==> src/rtl/ffba_pkg.sv <==
// ----------------------------------------------------------------------------
// ffba_pkg
// Shared types and constants of the first-fit block allocator.
// ----------------------------------------------------------------------------
package ffba_pkg;

   // Field widths fixed by the request and response formats.
   localparam int SIZE_W   = 16;
   localparam int HEAP_W   = 16;
   localparam int STATUS_W = 2;

   // Defaults for the top-level parameters.
   localparam int MAX_BLOCKS_DEF = 16;
   localparam int ADDR_BITS_DEF  = 16;

   // Heap size after reset.
   localparam logic [HEAP_W-1:0] HEAP_SIZE_RESET = 16'd10000;

   // Request opcodes.
   localparam logic CMD_ALLOC = 1'b0;
   localparam logic CMD_FREE  = 1'b1;

   // Response status codes.
   typedef enum logic [STATUS_W-1:0] {
      ST_OK       = 2'd0,
      ST_NO_SPACE = 2'd1,
      ST_NO_BASE  = 2'd2,
      ST_REJECT   = 2'd3
   } status_type;

   // Commands from the controller to the datapath.
   typedef struct packed {
      logic       load_req;   // Latch the request, start a scan at entry 0.
      logic       scan_step;  // Step past the current entry.
      logic       ins_start;  // Remember insert position, start at the last entry.
      logic       del_start;  // Step to the entry after the one being freed.
      logic       up_step;    // Move one entry up by one slot.
      logic       dn_step;    // Move one entry down by one slot.
      logic       ins_write;  // Write the new entry and grow the table.
      logic       del_done;   // Shrink the table by one entry.
      logic       rsp_load;   // Load the response register.
      status_type rsp_status; // Status for the response register.
   } dp_cmd_type;

   // Status from the datapath to the controller.
   typedef struct packed {
      logic is_free;    // Latched request is a free.
      logic zero_size;  // Latched size is zero.
      logic full;       // Table holds the maximum number of entries.
      logic at_end;     // Scan index has reached the entry count.
      logic fit;        // Request fits ahead of the current entry or heap end.
      logic match;      // Current entry base equals the base to free.
      logic idx_last;   // Index points at the last valid entry.
      logic idx_at_pos; // Index equals the insert position.
   } dp_sts_type;

endpackage

==> src/rtl/ffba_datapath.sv <==
// ----------------------------------------------------------------------------
// ffba_datapath
// Entry table memory, scan and shift registers, heap size register and the
// response payload register of the first-fit block allocator.
// ----------------------------------------------------------------------------
module ffba_datapath
   import ffba_pkg::*;
#(
   parameter int MAX_BLOCKS = MAX_BLOCKS_DEF,
   parameter int ADDR_BITS  = ADDR_BITS_DEF
) (
   input  logic                clock,
   input  logic                reset,
   input  logic                req_command,
   input  logic [SIZE_W-1:0]   req_size,
   input  logic [SIZE_W-1:0]   req_base,
   input  logic                csr_we,
   input  logic [HEAP_W-1:0]   csr_data,
   input  dp_cmd_type          cmd,
   output dp_sts_type          sts,
   output logic [STATUS_W-1:0] rsp_status,
   output logic [SIZE_W-1:0]   rsp_granted
);

   localparam int IDX_W   = (MAX_BLOCKS > 1) ? $clog2(MAX_BLOCKS) : 1;
   localparam int CNT_W   = $clog2(MAX_BLOCKS + 1);
   localparam int ENTRY_W = 2 * ADDR_BITS;
   localparam int SUM_W   = ((ADDR_BITS > SIZE_W) ? ADDR_BITS : SIZE_W) + 2;

   // Table storage: base in the upper half, length in the lower half.
   logic [ENTRY_W-1:0] entry_ff [MAX_BLOCKS];
   logic [ENTRY_W-1:0] rd_ff;

   logic [CNT_W-1:0]   count_ff, count_in;
   logic [CNT_W-1:0]   idx_ff, idx_in;
   logic [CNT_W-1:0]   pos_ff, pos_in;
   logic [SUM_W-1:0]   prev_end_ff, prev_end_in;
   logic               is_free_ff, is_free_in;
   logic [SIZE_W-1:0]  size_ff, size_in;
   logic [SIZE_W-1:0]  base_ff, base_in;
   logic [HEAP_W-1:0]  heap_ff, heap_in;
   logic [STATUS_W-1:0] rsp_status_ff, rsp_status_in;
   logic [SIZE_W-1:0]  rsp_granted_ff, rsp_granted_in;

   logic [CNT_W-1:0]   rd_addr;
   logic [CNT_W-1:0]   wr_addr;
   logic               wr_en;
   logic [ENTRY_W-1:0] wr_data;
   logic [ADDR_BITS-1:0] rd_base;
   logic [ADDR_BITS-1:0] rd_len;
   logic [SUM_W-1:0]   end_sum;
   logic [SUM_W-1:0]   need_sum;
   logic [SUM_W-1:0]   limit;
   logic [SUM_W-1:0]   size_ext;
   logic [CNT_W:0]     idx_next_wide;

   assign rd_base  = rd_ff[ENTRY_W-1:ADDR_BITS];
   assign rd_len   = rd_ff[ADDR_BITS-1:0];
   assign size_ext = SUM_W'(size_ff);

   // End of the current entry, and end of the request placed after prev_end.
   assign end_sum  = SUM_W'(rd_base) + SUM_W'(rd_len);
   assign need_sum = prev_end_ff + size_ext;
   assign limit    = (idx_ff == count_ff) ? SUM_W'(heap_ff) : SUM_W'(rd_base);
   assign idx_next_wide = {1'b0, idx_ff} + {{CNT_W{1'b0}}, 1'b1};

   // Status toward the controller.
   always_comb begin
      sts.is_free    = is_free_ff;
      sts.zero_size  = (size_ff == '0);
      sts.full       = (count_ff == CNT_W'(MAX_BLOCKS));
      sts.at_end     = (idx_ff == count_ff);
      sts.fit        = (need_sum <= limit);
      sts.match      = (SUM_W'(rd_base) == SUM_W'(base_ff));
      sts.idx_last   = (idx_next_wide == {1'b0, count_ff});
      sts.idx_at_pos = (idx_ff == pos_ff);
   end

   // Read address for the registered table read.
   always_comb begin
      if (cmd.load_req) begin
         rd_addr = '0;
      end else if (cmd.ins_start) begin
         rd_addr = count_ff - CNT_W'(1);
      end else if (cmd.up_step) begin
         rd_addr = idx_ff - CNT_W'(1);
      end else begin
         rd_addr = idx_ff + CNT_W'(1);
      end
   end

   // Table write: entry moves during shifts, the new entry on insert.
   always_comb begin
      wr_en   = cmd.up_step | cmd.dn_step | cmd.ins_write;
      wr_data = rd_ff;
      if (cmd.up_step) begin
         wr_addr = idx_ff + CNT_W'(1);
      end else if (cmd.dn_step) begin
         wr_addr = idx_ff - CNT_W'(1);
      end else begin
         wr_addr = pos_ff;
         wr_data = {prev_end_ff[ADDR_BITS-1:0], size_ext[ADDR_BITS-1:0]};
      end
   end

   always_ff @(posedge clock) begin
      if (wr_en) begin
         entry_ff[wr_addr[IDX_W-1:0]] <= wr_data;
      end
      rd_ff <= entry_ff[rd_addr[IDX_W-1:0]];
   end

   // Request, scan and shift registers.
   always_comb begin
      is_free_in  = is_free_ff;
      size_in     = size_ff;
      base_in     = base_ff;
      idx_in      = idx_ff;
      pos_in      = pos_ff;
      prev_end_in = prev_end_ff;
      if (cmd.load_req) begin
         is_free_in  = (req_command == CMD_FREE);
         size_in     = req_size;
         base_in     = req_base;
         idx_in      = '0;
         prev_end_in = '0;
      end else if (cmd.scan_step) begin
         idx_in      = idx_ff + CNT_W'(1);
         prev_end_in = end_sum;
      end else if (cmd.ins_start) begin
         pos_in = idx_ff;
         idx_in = count_ff - CNT_W'(1);
      end else if (cmd.del_start || cmd.dn_step) begin
         idx_in = idx_ff + CNT_W'(1);
      end else if (cmd.up_step) begin
         idx_in = idx_ff - CNT_W'(1);
      end
   end

   always_ff @(posedge clock) begin
      is_free_ff  <= is_free_in;
      size_ff     <= size_in;
      base_ff     <= base_in;
      idx_ff      <= idx_in;
      pos_ff      <= pos_in;
      prev_end_ff <= prev_end_in;
   end

   // Entry count and heap size.
   always_comb begin
      count_in = count_ff;
      if (cmd.ins_write) begin
         count_in = count_ff + CNT_W'(1);
      end else if (cmd.del_done) begin
         count_in = count_ff - CNT_W'(1);
      end
      heap_in = csr_we ? csr_data : heap_ff;
   end

   always_ff @(posedge clock) begin
      if (reset) begin
         count_ff <= '0;
         heap_ff  <= HEAP_SIZE_RESET;
      end else begin
         count_ff <= count_in;
         heap_ff  <= heap_in;
      end
   end

   // Response payload; the granted base is only given for a placed block.
   always_comb begin
      rsp_status_in  = rsp_status_ff;
      rsp_granted_in = rsp_granted_ff;
      if (cmd.rsp_load) begin
         rsp_status_in = cmd.rsp_status;
         if (cmd.rsp_status == ST_OK && !is_free_ff) begin
            rsp_granted_in = prev_end_ff[SIZE_W-1:0];
         end else begin
            rsp_granted_in = '0;
         end
      end
   end

   always_ff @(posedge clock) begin
      rsp_status_ff  <= rsp_status_in;
      rsp_granted_ff <= rsp_granted_in;
   end

   assign rsp_status  = rsp_status_ff;
   assign rsp_granted = rsp_granted_ff;

endmodule

==> src/rtl/ffba_controller.sv <==
// ----------------------------------------------------------------------------
// ffba_controller
// Sequencer of the first-fit block allocator: scans the table, drives the
// entry shifts for insert and remove, and hands results to the output stage.
// ----------------------------------------------------------------------------
module ffba_controller
   import ffba_pkg::*;
(
   input  logic       clock,
   input  logic       reset,
   input  logic       req_tvalid,
   output logic       req_tready,
   output logic       rsp_tvalid,
   input  logic       rsp_tready,
   input  dp_sts_type sts,
   output dp_cmd_type cmd
);

   typedef enum logic [6:0] {
      S_IDLE  = 7'b0000001,
      S_SCAN  = 7'b0000010,
      S_SH_UP = 7'b0000100,
      S_INS   = 7'b0001000,
      S_SH_DN = 7'b0010000,
      S_DEL   = 7'b0100000,
      S_DONE  = 7'b1000000
   } state_type;

   state_type  state_ff, state_in;
   status_type status_ff, status_in;
   logic       rsp_valid_ff, rsp_valid_in;
   logic       slot_free;

   // The output register can take a result when empty or being drained.
   assign slot_free  = !rsp_valid_ff || rsp_tready;
   assign req_tready = (state_ff == S_IDLE);
   assign rsp_tvalid = rsp_valid_ff;

   // Next state and datapath commands.
   always_comb begin
      state_in       = state_ff;
      status_in      = status_ff;
      cmd            = '0;
      cmd.rsp_status = status_ff;
      unique case (state_ff)
         S_IDLE: begin
            if (req_tvalid) begin
               cmd.load_req = 1'b1;
               state_in     = S_SCAN;
            end
         end
         S_SCAN: begin
            if (sts.is_free) begin
               // Look for an exact base match.
               if (sts.at_end) begin
                  status_in = ST_NO_BASE;
                  state_in  = S_DONE;
               end else if (sts.match) begin
                  status_in = ST_OK;
                  if (sts.idx_last) begin
                     state_in = S_DEL;
                  end else begin
                     cmd.del_start = 1'b1;
                     state_in      = S_SH_DN;
                  end
               end else begin
                  cmd.scan_step = 1'b1;
               end
            end else if (sts.zero_size || sts.full) begin
               status_in = ST_REJECT;
               state_in  = S_DONE;
            end else if (sts.fit) begin
               // First gap that holds the request.
               status_in     = ST_OK;
               cmd.ins_start = 1'b1;
               state_in      = sts.at_end ? S_INS : S_SH_UP;
            end else if (sts.at_end) begin
               status_in = ST_NO_SPACE;
               state_in  = S_DONE;
            end else begin
               cmd.scan_step = 1'b1;
            end
         end
         S_SH_UP: begin
            cmd.up_step = 1'b1;
            if (sts.idx_at_pos) begin
               state_in = S_INS;
            end
         end
         S_INS: begin
            cmd.ins_write = 1'b1;
            state_in      = S_DONE;
         end
         S_SH_DN: begin
            cmd.dn_step = 1'b1;
            if (sts.idx_last) begin
               state_in = S_DEL;
            end
         end
         S_DEL: begin
            cmd.del_done = 1'b1;
            state_in     = S_DONE;
         end
         S_DONE: begin
            if (slot_free) begin
               cmd.rsp_load = 1'b1;
               state_in     = S_IDLE;
            end
         end
         default: begin
            state_in = S_IDLE;
         end
      endcase
   end

   // Output valid follows loads and completed transfers.
   assign rsp_valid_in = cmd.rsp_load || (rsp_valid_ff && !rsp_tready);

   always_ff @(posedge clock) begin
      if (reset) begin
         state_ff     <= S_IDLE;
         rsp_valid_ff <= 1'b0;
      end else begin
         state_ff     <= state_in;
         rsp_valid_ff <= rsp_valid_in;
      end
   end

   always_ff @(posedge clock) begin
      status_ff <= status_in;
   end

endmodule

==> src/rtl/first_fit_block_allocator_core.sv <==
// ----------------------------------------------------------------------------
// first_fit_block_allocator_core
// First-fit allocator of address ranges in a heap starting at address 0,
// with a sorted table of allocated blocks.
// ----------------------------------------------------------------------------
//
// Channel  Dir  Handshake             Payload
// req      in   req_tvalid/tready     tdata {free_base, request_size}, tuser command
// rsp      out  rsp_tvalid/tready     tdata granted_base, tuser status
// csr      in   csr_valid/csr_ready   csr_data heap size
//
// A request scans the table entry by entry until it finds a fit, the base to
// free or the end of the table; a placed block then moves each later entry up
// by one slot and writes the new entry, and a free moves each later entry down
// by one slot and shrinks the table. Each cycle reads one table entry and
// writes at most one. Reset empties the table and sets the heap size to 10000;
// no clearing pass is needed. A new request is taken while the previous result
// still waits in the output register.
module first_fit_block_allocator_core
   import ffba_pkg::*;
#(
   parameter int MAX_BLOCKS = MAX_BLOCKS_DEF,
   parameter int ADDR_BITS  = ADDR_BITS_DEF
) (
   input  logic                clock,
   input  logic                reset,
   // Request channel.
   input  logic                req_tvalid,
   output logic                req_tready,
   input  logic [31:0]         req_tdata,  // [15:0] request_size, [31:16] free_base
   input  logic                req_tuser,  // [0] command
   // Response channel.
   output logic                rsp_tvalid,
   input  logic                rsp_tready,
   output logic [15:0]         rsp_tdata,  // [15:0] granted_base
   output logic [STATUS_W-1:0] rsp_tuser,  // [1:0] status
   // Configuration write channel.
   input  logic                csr_valid,
   output logic                csr_ready,
   input  logic [HEAP_W-1:0]   csr_data
);

   dp_cmd_type cmd;
   dp_sts_type sts;

   // Configuration writes complete at once.
   assign csr_ready = 1'b1;

   ffba_controller u_ctrl (
      .clock      (clock),
      .reset      (reset),
      .req_tvalid (req_tvalid),
      .req_tready (req_tready),
      .rsp_tvalid (rsp_tvalid),
      .rsp_tready (rsp_tready),
      .sts        (sts),
      .cmd        (cmd)
   );

   ffba_datapath #(
      .MAX_BLOCKS (MAX_BLOCKS),
      .ADDR_BITS  (ADDR_BITS)
   ) u_dp (
      .clock       (clock),
      .reset       (reset),
      .req_command (req_tuser),
      .req_size    (req_tdata[15:0]),
      .req_base    (req_tdata[31:16]),
      .csr_we      (csr_valid & csr_ready),
      .csr_data    (csr_data),
      .cmd         (cmd),
      .sts         (sts),
      .rsp_status  (rsp_tuser),
      .rsp_granted (rsp_tdata)
   );

endmodule
==> config.mk <==
export PLATFORM = sky130hd
export DESIGN_NAME = first_fit_block_allocator_core
export DESIGN_NICKNAME = d
export VERILOG_FILES = /design/src/rtl/ffba_pkg.sv /design/src/rtl/ffba_datapath.sv /design/src/rtl/ffba_controller.sv /design/src/rtl/first_fit_block_allocator_core.sv
export SDC_FILE = /design/constraint.sdc
export NUM_CORES = 1
export LEC_CHECK = 0
export ABC_CLOCK_PERIOD_IN_PS = 16100
export BUFFER_PORTS_ARGS = -buffer_cell sky130_fd_sc_hd__buf_2
export CAP_MARGIN = 20
export CORE_AREA = 4 4 289 149
export CTS_BUF_LIST = sky130_fd_sc_hd__clkbuf_8
export CTS_CLUSTER_SIZE = 28
export DETAILED_ROUTE_END_ITERATION = 16
export DIE_AREA = 0 0 293 153
export PLACE_DENSITY = 0.89
export SETUP_SLACK_MARGIN = 0.1
export SLEW_MARGIN = 30
export SYNTH_ARGS = -nofsm -noshare
export SYNTH_HDL_FRONTEND = slang
export SYNTH_HIERARCHICAL = 1
export SYNTH_SLANG_ARGS = --single-unit
==> constraint.sdc <==
create_clock -name clock -period 16.1 [get_ports clock]
set_input_delay 0.805 -clock clock [delete_from_list [all_inputs] [get_ports clock]]
set_output_delay 0.805 -clock clock [all_outputs]
set_load 0.01 [all_outputs]
### Word level (Yosys, flattened, before mapping)

Memories as Yosys holds them, arrays and structs flattened. A register that Yosys moved wholly into a read port is not among the register bits.
Index checks and enable logic that the tools add are counted.
W data, S select, Z words.

* add/subtract/negate cells: 7
* multiply operators: 0
* divide/modulo/power cells: 0
* $lt $le $gt $ge: 1
* eq/ne operators: 19
* shifts and indexed selects: 0
* mux-type cells: 56
* bitwise logic cells: 4
* reduce and logical (&&, ||, !) cells: 18

Operator list (count)
* $mux W7: 10
* $mux W32: 2
* $pmux W7 S6: 1
* $mux W5: 6
* $mux W4: 6
* $mux W1: 21
* $add A18 B16 Y18: 1
* $le A18 B18 Y1: 1
* $add A16 B16 Y17: 1
* $eq A16 B16 Y1: 1
* $logic_not A16 Y1: 1
* $mux W16: 1
* $mux W2: 7
* $add A5 B1 Y5 const B: 2
* $eq A5 B5 Y1: 2
* $sub A5 B1 Y5 const B: 2
* $reduce_bool A4 Y1: 2
* $eq A7 B1 Y1 const B: 1
* $eq A7 B2 Y1 const B: 1
* $eq A7 B3 Y1 const B: 1
* $eq A7 B4 Y1 const B: 1
* $eq A7 B5 Y1 const B: 1
* $eq A7 B6 Y1 const B: 1
* $eq A7 B7 Y1 const B: 1
* 20 further kinds: 31

* register bits after elaboration: 110
* latch bits: 0
* bits in writable memories: 512
* memory bits (read-only): 0
* input port bits: 54
* logic and storage cells: 119
* memories kept: 1

Memory list
* u_dp.entry_ff: words 16, width 32, read ports 1, clocked after memory_dff 1, write ports 1, RTL line ffba_datapath.sv:31 `logic [ENTRY_W-1:0] entry_ff [MAX_BLOCKS];`

### Depth between registers and ports, before layout

* word-level depth: 11
* depth in mapped cells: 28

### By module

The synthesis kept the hierarchy.

Modules (own cells, without submodules)
* ffba_datapath: instances 1, cells each 1878, area an instance 27451.3 sq um
* ffba_controller: instances 1, cells each 81, area an instance 686.9 sq um
* first_fit_block_allocator_core: instances 1, cells each 2, area an instance 11.3 sq um

### Worst setup path after synthesis

No wires, ideal clock.

* path kind: register to register
* start: register u_dp.size_ff[6]
* end: register u_dp.rd_ff[15], read port of u_dp.entry_ff
* setup time: 70 ps
* data arrival time: 5365 ps
* data required time: 16030 ps
* slack: 10665 ps
* cell stages (with the launch flop): 23
* clock period less this slack: 5435 ps
* path through: edfxtp_1 > ha_1 > a21o_1 > a21oi_1 > a31oi_1 > or3b_1 > a31o_1 > a21oi_1 > xnor2_1 > ha_1 > nand4_1 > nor2_1 > nand3_1 > or2_2 > a21oi_1 > nor4b_1 > nor3b_2 > and2b_1 > a211oi_4 > buf_4 > buf_2 > mux4_2 > a21oi_1

RTL lines
* start, declared: RTL line ffba_datapath.sv:39 `logic [SIZE_W-1:0] size_ff, size_in;`
* start signal, assigned: RTL line ffba_datapath.sv:142 `size_ff <= size_in;`
* end, declared: RTL line ffba_datapath.sv:32 `logic [ENTRY_W-1:0] rd_ff;`

==> run metrics <==
Clk pin slew, worst setup/hold paths=approximately 0.070 ns; sum of routed wire length over all layers=72.40 mm; number of setup buffers added after CTS=0; top-level I/O count=75; mean post-synth cell area=roughly 14 um^2; worst path arrival time=8.38 ns; result of the run=finished, final reports clean; highest cell delay on the worst timing path=0.77 ns; most frequent cell on the critical path=a21oi_1; initial antenna violation count=2; Finish-stage setup viols=0; post-route fraction of the period consumed by the critical path=0.4843; deepest level of the CTS H-tree=3; maximum fanout encountered on the critical timing path=81; relative slew slack=0.3241; smallest hold slack=about 0.31 ns; number of buffers created by CTS=87; largest net degree at the start of global routing=between 100 and 150; wire length of the first global-routing pass=108.9 mm; Net Count, Synth=2070; source of the worst hold timing path=req_tdata[21]; capture point of the worst reg-to-reg path=u_dp/rd_ff[15]; proportion of layout cells with a drive suffix above 1=0.1514; utilization of the core after routing=0.7633; maximum clock frequency=128.3 MHz; number of different library cells in the post-synthesis netlist=74; 1st-pass router iterations=5; DR vias=18190; maximum ir drop on the vdd rail=0.06045 mV; Cell Area, Synth=0.02815 mm^2; path depth of the worst reg2reg path=28; quantity of gates resized following cts=0; flip-flop cell with the highest count after synthesis=edfxtp_1; Max stage delay cell, worst path=buf_4; Leakage Power=11.37 nW; final total power=3.804 mW; die width=293 um; via count of the first global-routing pass=between 15000 and 20000; reg-to-reg startpoint=u_dp/size_ff[0]; GRT Total Usage=0.3231; worst-case register-to-register setup slack=8.30 ns; post-synthesis register bit count=653; worst clock skew=0.03439 ns; starting density of the core=0.6990; number of buffers inserted by port buffering=73; hold path endpoint=u_dp/base_ff[5]; Die H=153 um; clock tree root buffer cell=clkbuf_8; most numerous cell in the Yosys netlist=edfxtp_1; site row count=between 50 and 60; hold depth=1; top cell type's share of synthesized area=0.6081; commonest cells in the synthesized netlist=570 x edfxtp_1, 183 x nand2_1, 163 x mux2i_1; Avg WL per Cell=27.21 um; number of DRC markers after the initial detailed-route iteration=roughly 2900; path type of the worst min-delay path=primary input to register; final setup TNS=0 ns; endpoints failing hold=0; CTS Hold Buffers Added=0; final weighted congestion of routability-driven global placement=about 0.91; share of synthesized registers carrying an async set or reset=0; area enclosed by the die boundary=0.04483 mm^2; placed instance count=2500; Post-DP HPWL=41.02 mm; Routed Antenna Nets=0; CTS Sinks=653; setup repair after global routing missed its margin=no; Worst-Margin Slew=1.014 ns; sequential area share after synthesis=0.6671; detailed-route DRC error count=0; yosys synthesis warning count=6; kind of capture point of the worst setup path=register; Nets=approximately 2200; count of mapped cells out of synthesis=just under 2000; area added between synthesis and finish=9.201%; cell type contributing the most total cell area after synthesis=edfxtp_1; latest clock arrival within the worst-skew pair=0.69 ns; number of max-slew violations in the final report=0; power density of the placed cells=123.8 mW/mm^2; count of max-cap constraint violations=0; critical path start-end classification=register to register; count of flip-flops with a built-in enable after synthesis=570; TritonCTS clock tree=done; leading cell types by total area after synthesis=edfxtp_1 61%, dfxtp_1 5.9%, mux2i_1 5.8%; data required time at the worst endpoint=around 17 ns; final cell count without fillers=around 2700; Via-to-Cell Ratio=a little under 7; global-route congestion overflow total=0; final critical-path required period=7.797 ns; Critical Path Source Type=register; number of buffers on the longest clock path=3; floorplan core area=0.04027 mm^2
worst max path at each step:
| stage | slack (ns) | startpoint | to |
|---|---|---|---|
| global route | 7.61 | u_dp/prev_end_ff[0] | u_dp/rd_ff[15] |
| detailed placement | 8.36 | u_dp/size_ff[0] | u_dp/rd_ff[15] |
| finish | 8.30 | u_dp/size_ff[0] | u_dp/rd_ff[15] |
| CTS | 8.29 | u_dp/size_ff[0] | u_dp/rd_ff[15] |
| global placement | 8.56 | u_dp/idx_ff[2] | u_dp/rd_ff[20] |
| floorplan | 10.67 | u_dp/size_ff[6] | u_dp/rd_ff[15] |
cells by family (layout without fill, tap and decap cells):
group | count (synthesis) | after routing | synth area share
flops | 653 | 653 | 0.6671
simple gates | 470 | 470 | 0.08063
compound gates | 359 | 359 | 0.08783
mux | 226 | 226 | 0.09596
buf+inv | 134 | 293 | 0.02378
xor+xnor | 63 | 63 | 0.01960
fa+ha+maj | 55 | 55 | 0.02498
other cells | 1 | 2 | 0.0001332
area by class of cell:
type | count | area [um^2]
sequential | 653 | 18780
fill | 2081 | 9534
multi-input combinational | 1174 | 8846
clock buffer | 98 | 1349
tap | 540 | 675.6
timing repair buffer | 108 | 664.4
clock inverter | 62 | 330.3
inverter | 25 | 93.84
antenna | 1 | 2.502
metrics by stage:
stage | worst slack [ns] | instance area, um^2
final | 8.303 | 30740
after global routing | 7.611 | 30740
after CTS | 8.292 | 30730
after detailed placement | 8.360 | 29050
after global placement | 8.564 | 29010
after floorplan | 10.67 | 28150
layout by cell type (no fill, tap or decap), types with 14 or more instances in the layout:
cell type | synthesis | layout
clkbuf_8 | 0 | 98
a311oi_1 | 33 | 33
a31oi_1 | 38 | 38
a21oi_1 | 84 | 84
inv_1 | 22 | 58
mux4_2 | 32 | 32
and2_1 | 85 | 84
o21ai_0 | 25 | 25
buf_4 | 9 | 32
nor2_4 | 0 | 17
nand3_1 | 14 | 14
xor2_1 | 18 | 18
buf_2 | 21 | 73
a211oi_1 | 106 | 106
a21o_1 | 15 | 15
nand2_1 | 183 | 182
clkinv_1 | 1 | 14
ha_1 | 53 | 53
mux2_2 | 31 | 31
mux2i_1 | 163 | 163
xnor2_1 | 45 | 45
nor3_1 | 24 | 24
dfxtp_1 | 83 | 83
edfxtp_1 | 570 | 570
nor2_1 | 91 | 74
metal layers:
metal / part of all wire / global-route usage / up-vias
met1: 0.35 / 0.4365 / 8704
met4: 0.041 / 0.1315 / 0
met3: 0.16 / 0.1156 / 248
li1: - / - / 7717
met5: 0 / 0 / -
met2: 0.44 / 0.4846 / 1522
sequential cells by signal, summed over array words and instances, names as in the netlist:
register	flops
u_dp/entry_ff	512
u_dp/rd_ff	32
u_dp/prev_end_ff	17
u_dp/base_ff	16
u_dp/heap_ff	16
u_dp/rsp_granted	16
u_dp/size_ff	16
u_ctrl/state_ff	7
u_dp/count_ff	5
u_dp/idx_ff	5
u_dp/pos_ff	5
u_ctrl/status_ff	2
u_dp/rsp_status	2
u_ctrl/rsp_tvalid	1
u_dp/is_free_ff	1
report_power, final:
| group | total [mW] | internal, mW | switching [mW] |
|---|---|---|---|
| Clock | 1.21 | 0.593 | 0.620 |
| Sequential | 1.98 | 1.88 | 0.0920 |
| Combinational | 0.616 | 0.247 | 0.368 |
| Total | 3.80 | 2.72 | 1.08 |
critical path, delay by kind of cell, from the launching register on:
| family | cells | cell delay, ns |
|---|---|---|
| and+or+nand+nor | 10 | 1.92 |
| AOI/OAI and AO/OA | 10 | 2.48 |
| buffers and inverters | 4 | 1.74 |
| adders and majority gates | 3 | 0.91 |
| muxes | 1 | 0.17 |
| DFF | 1 | 0.40 |
Note: power is estimated with default switching activity, not from simulation.
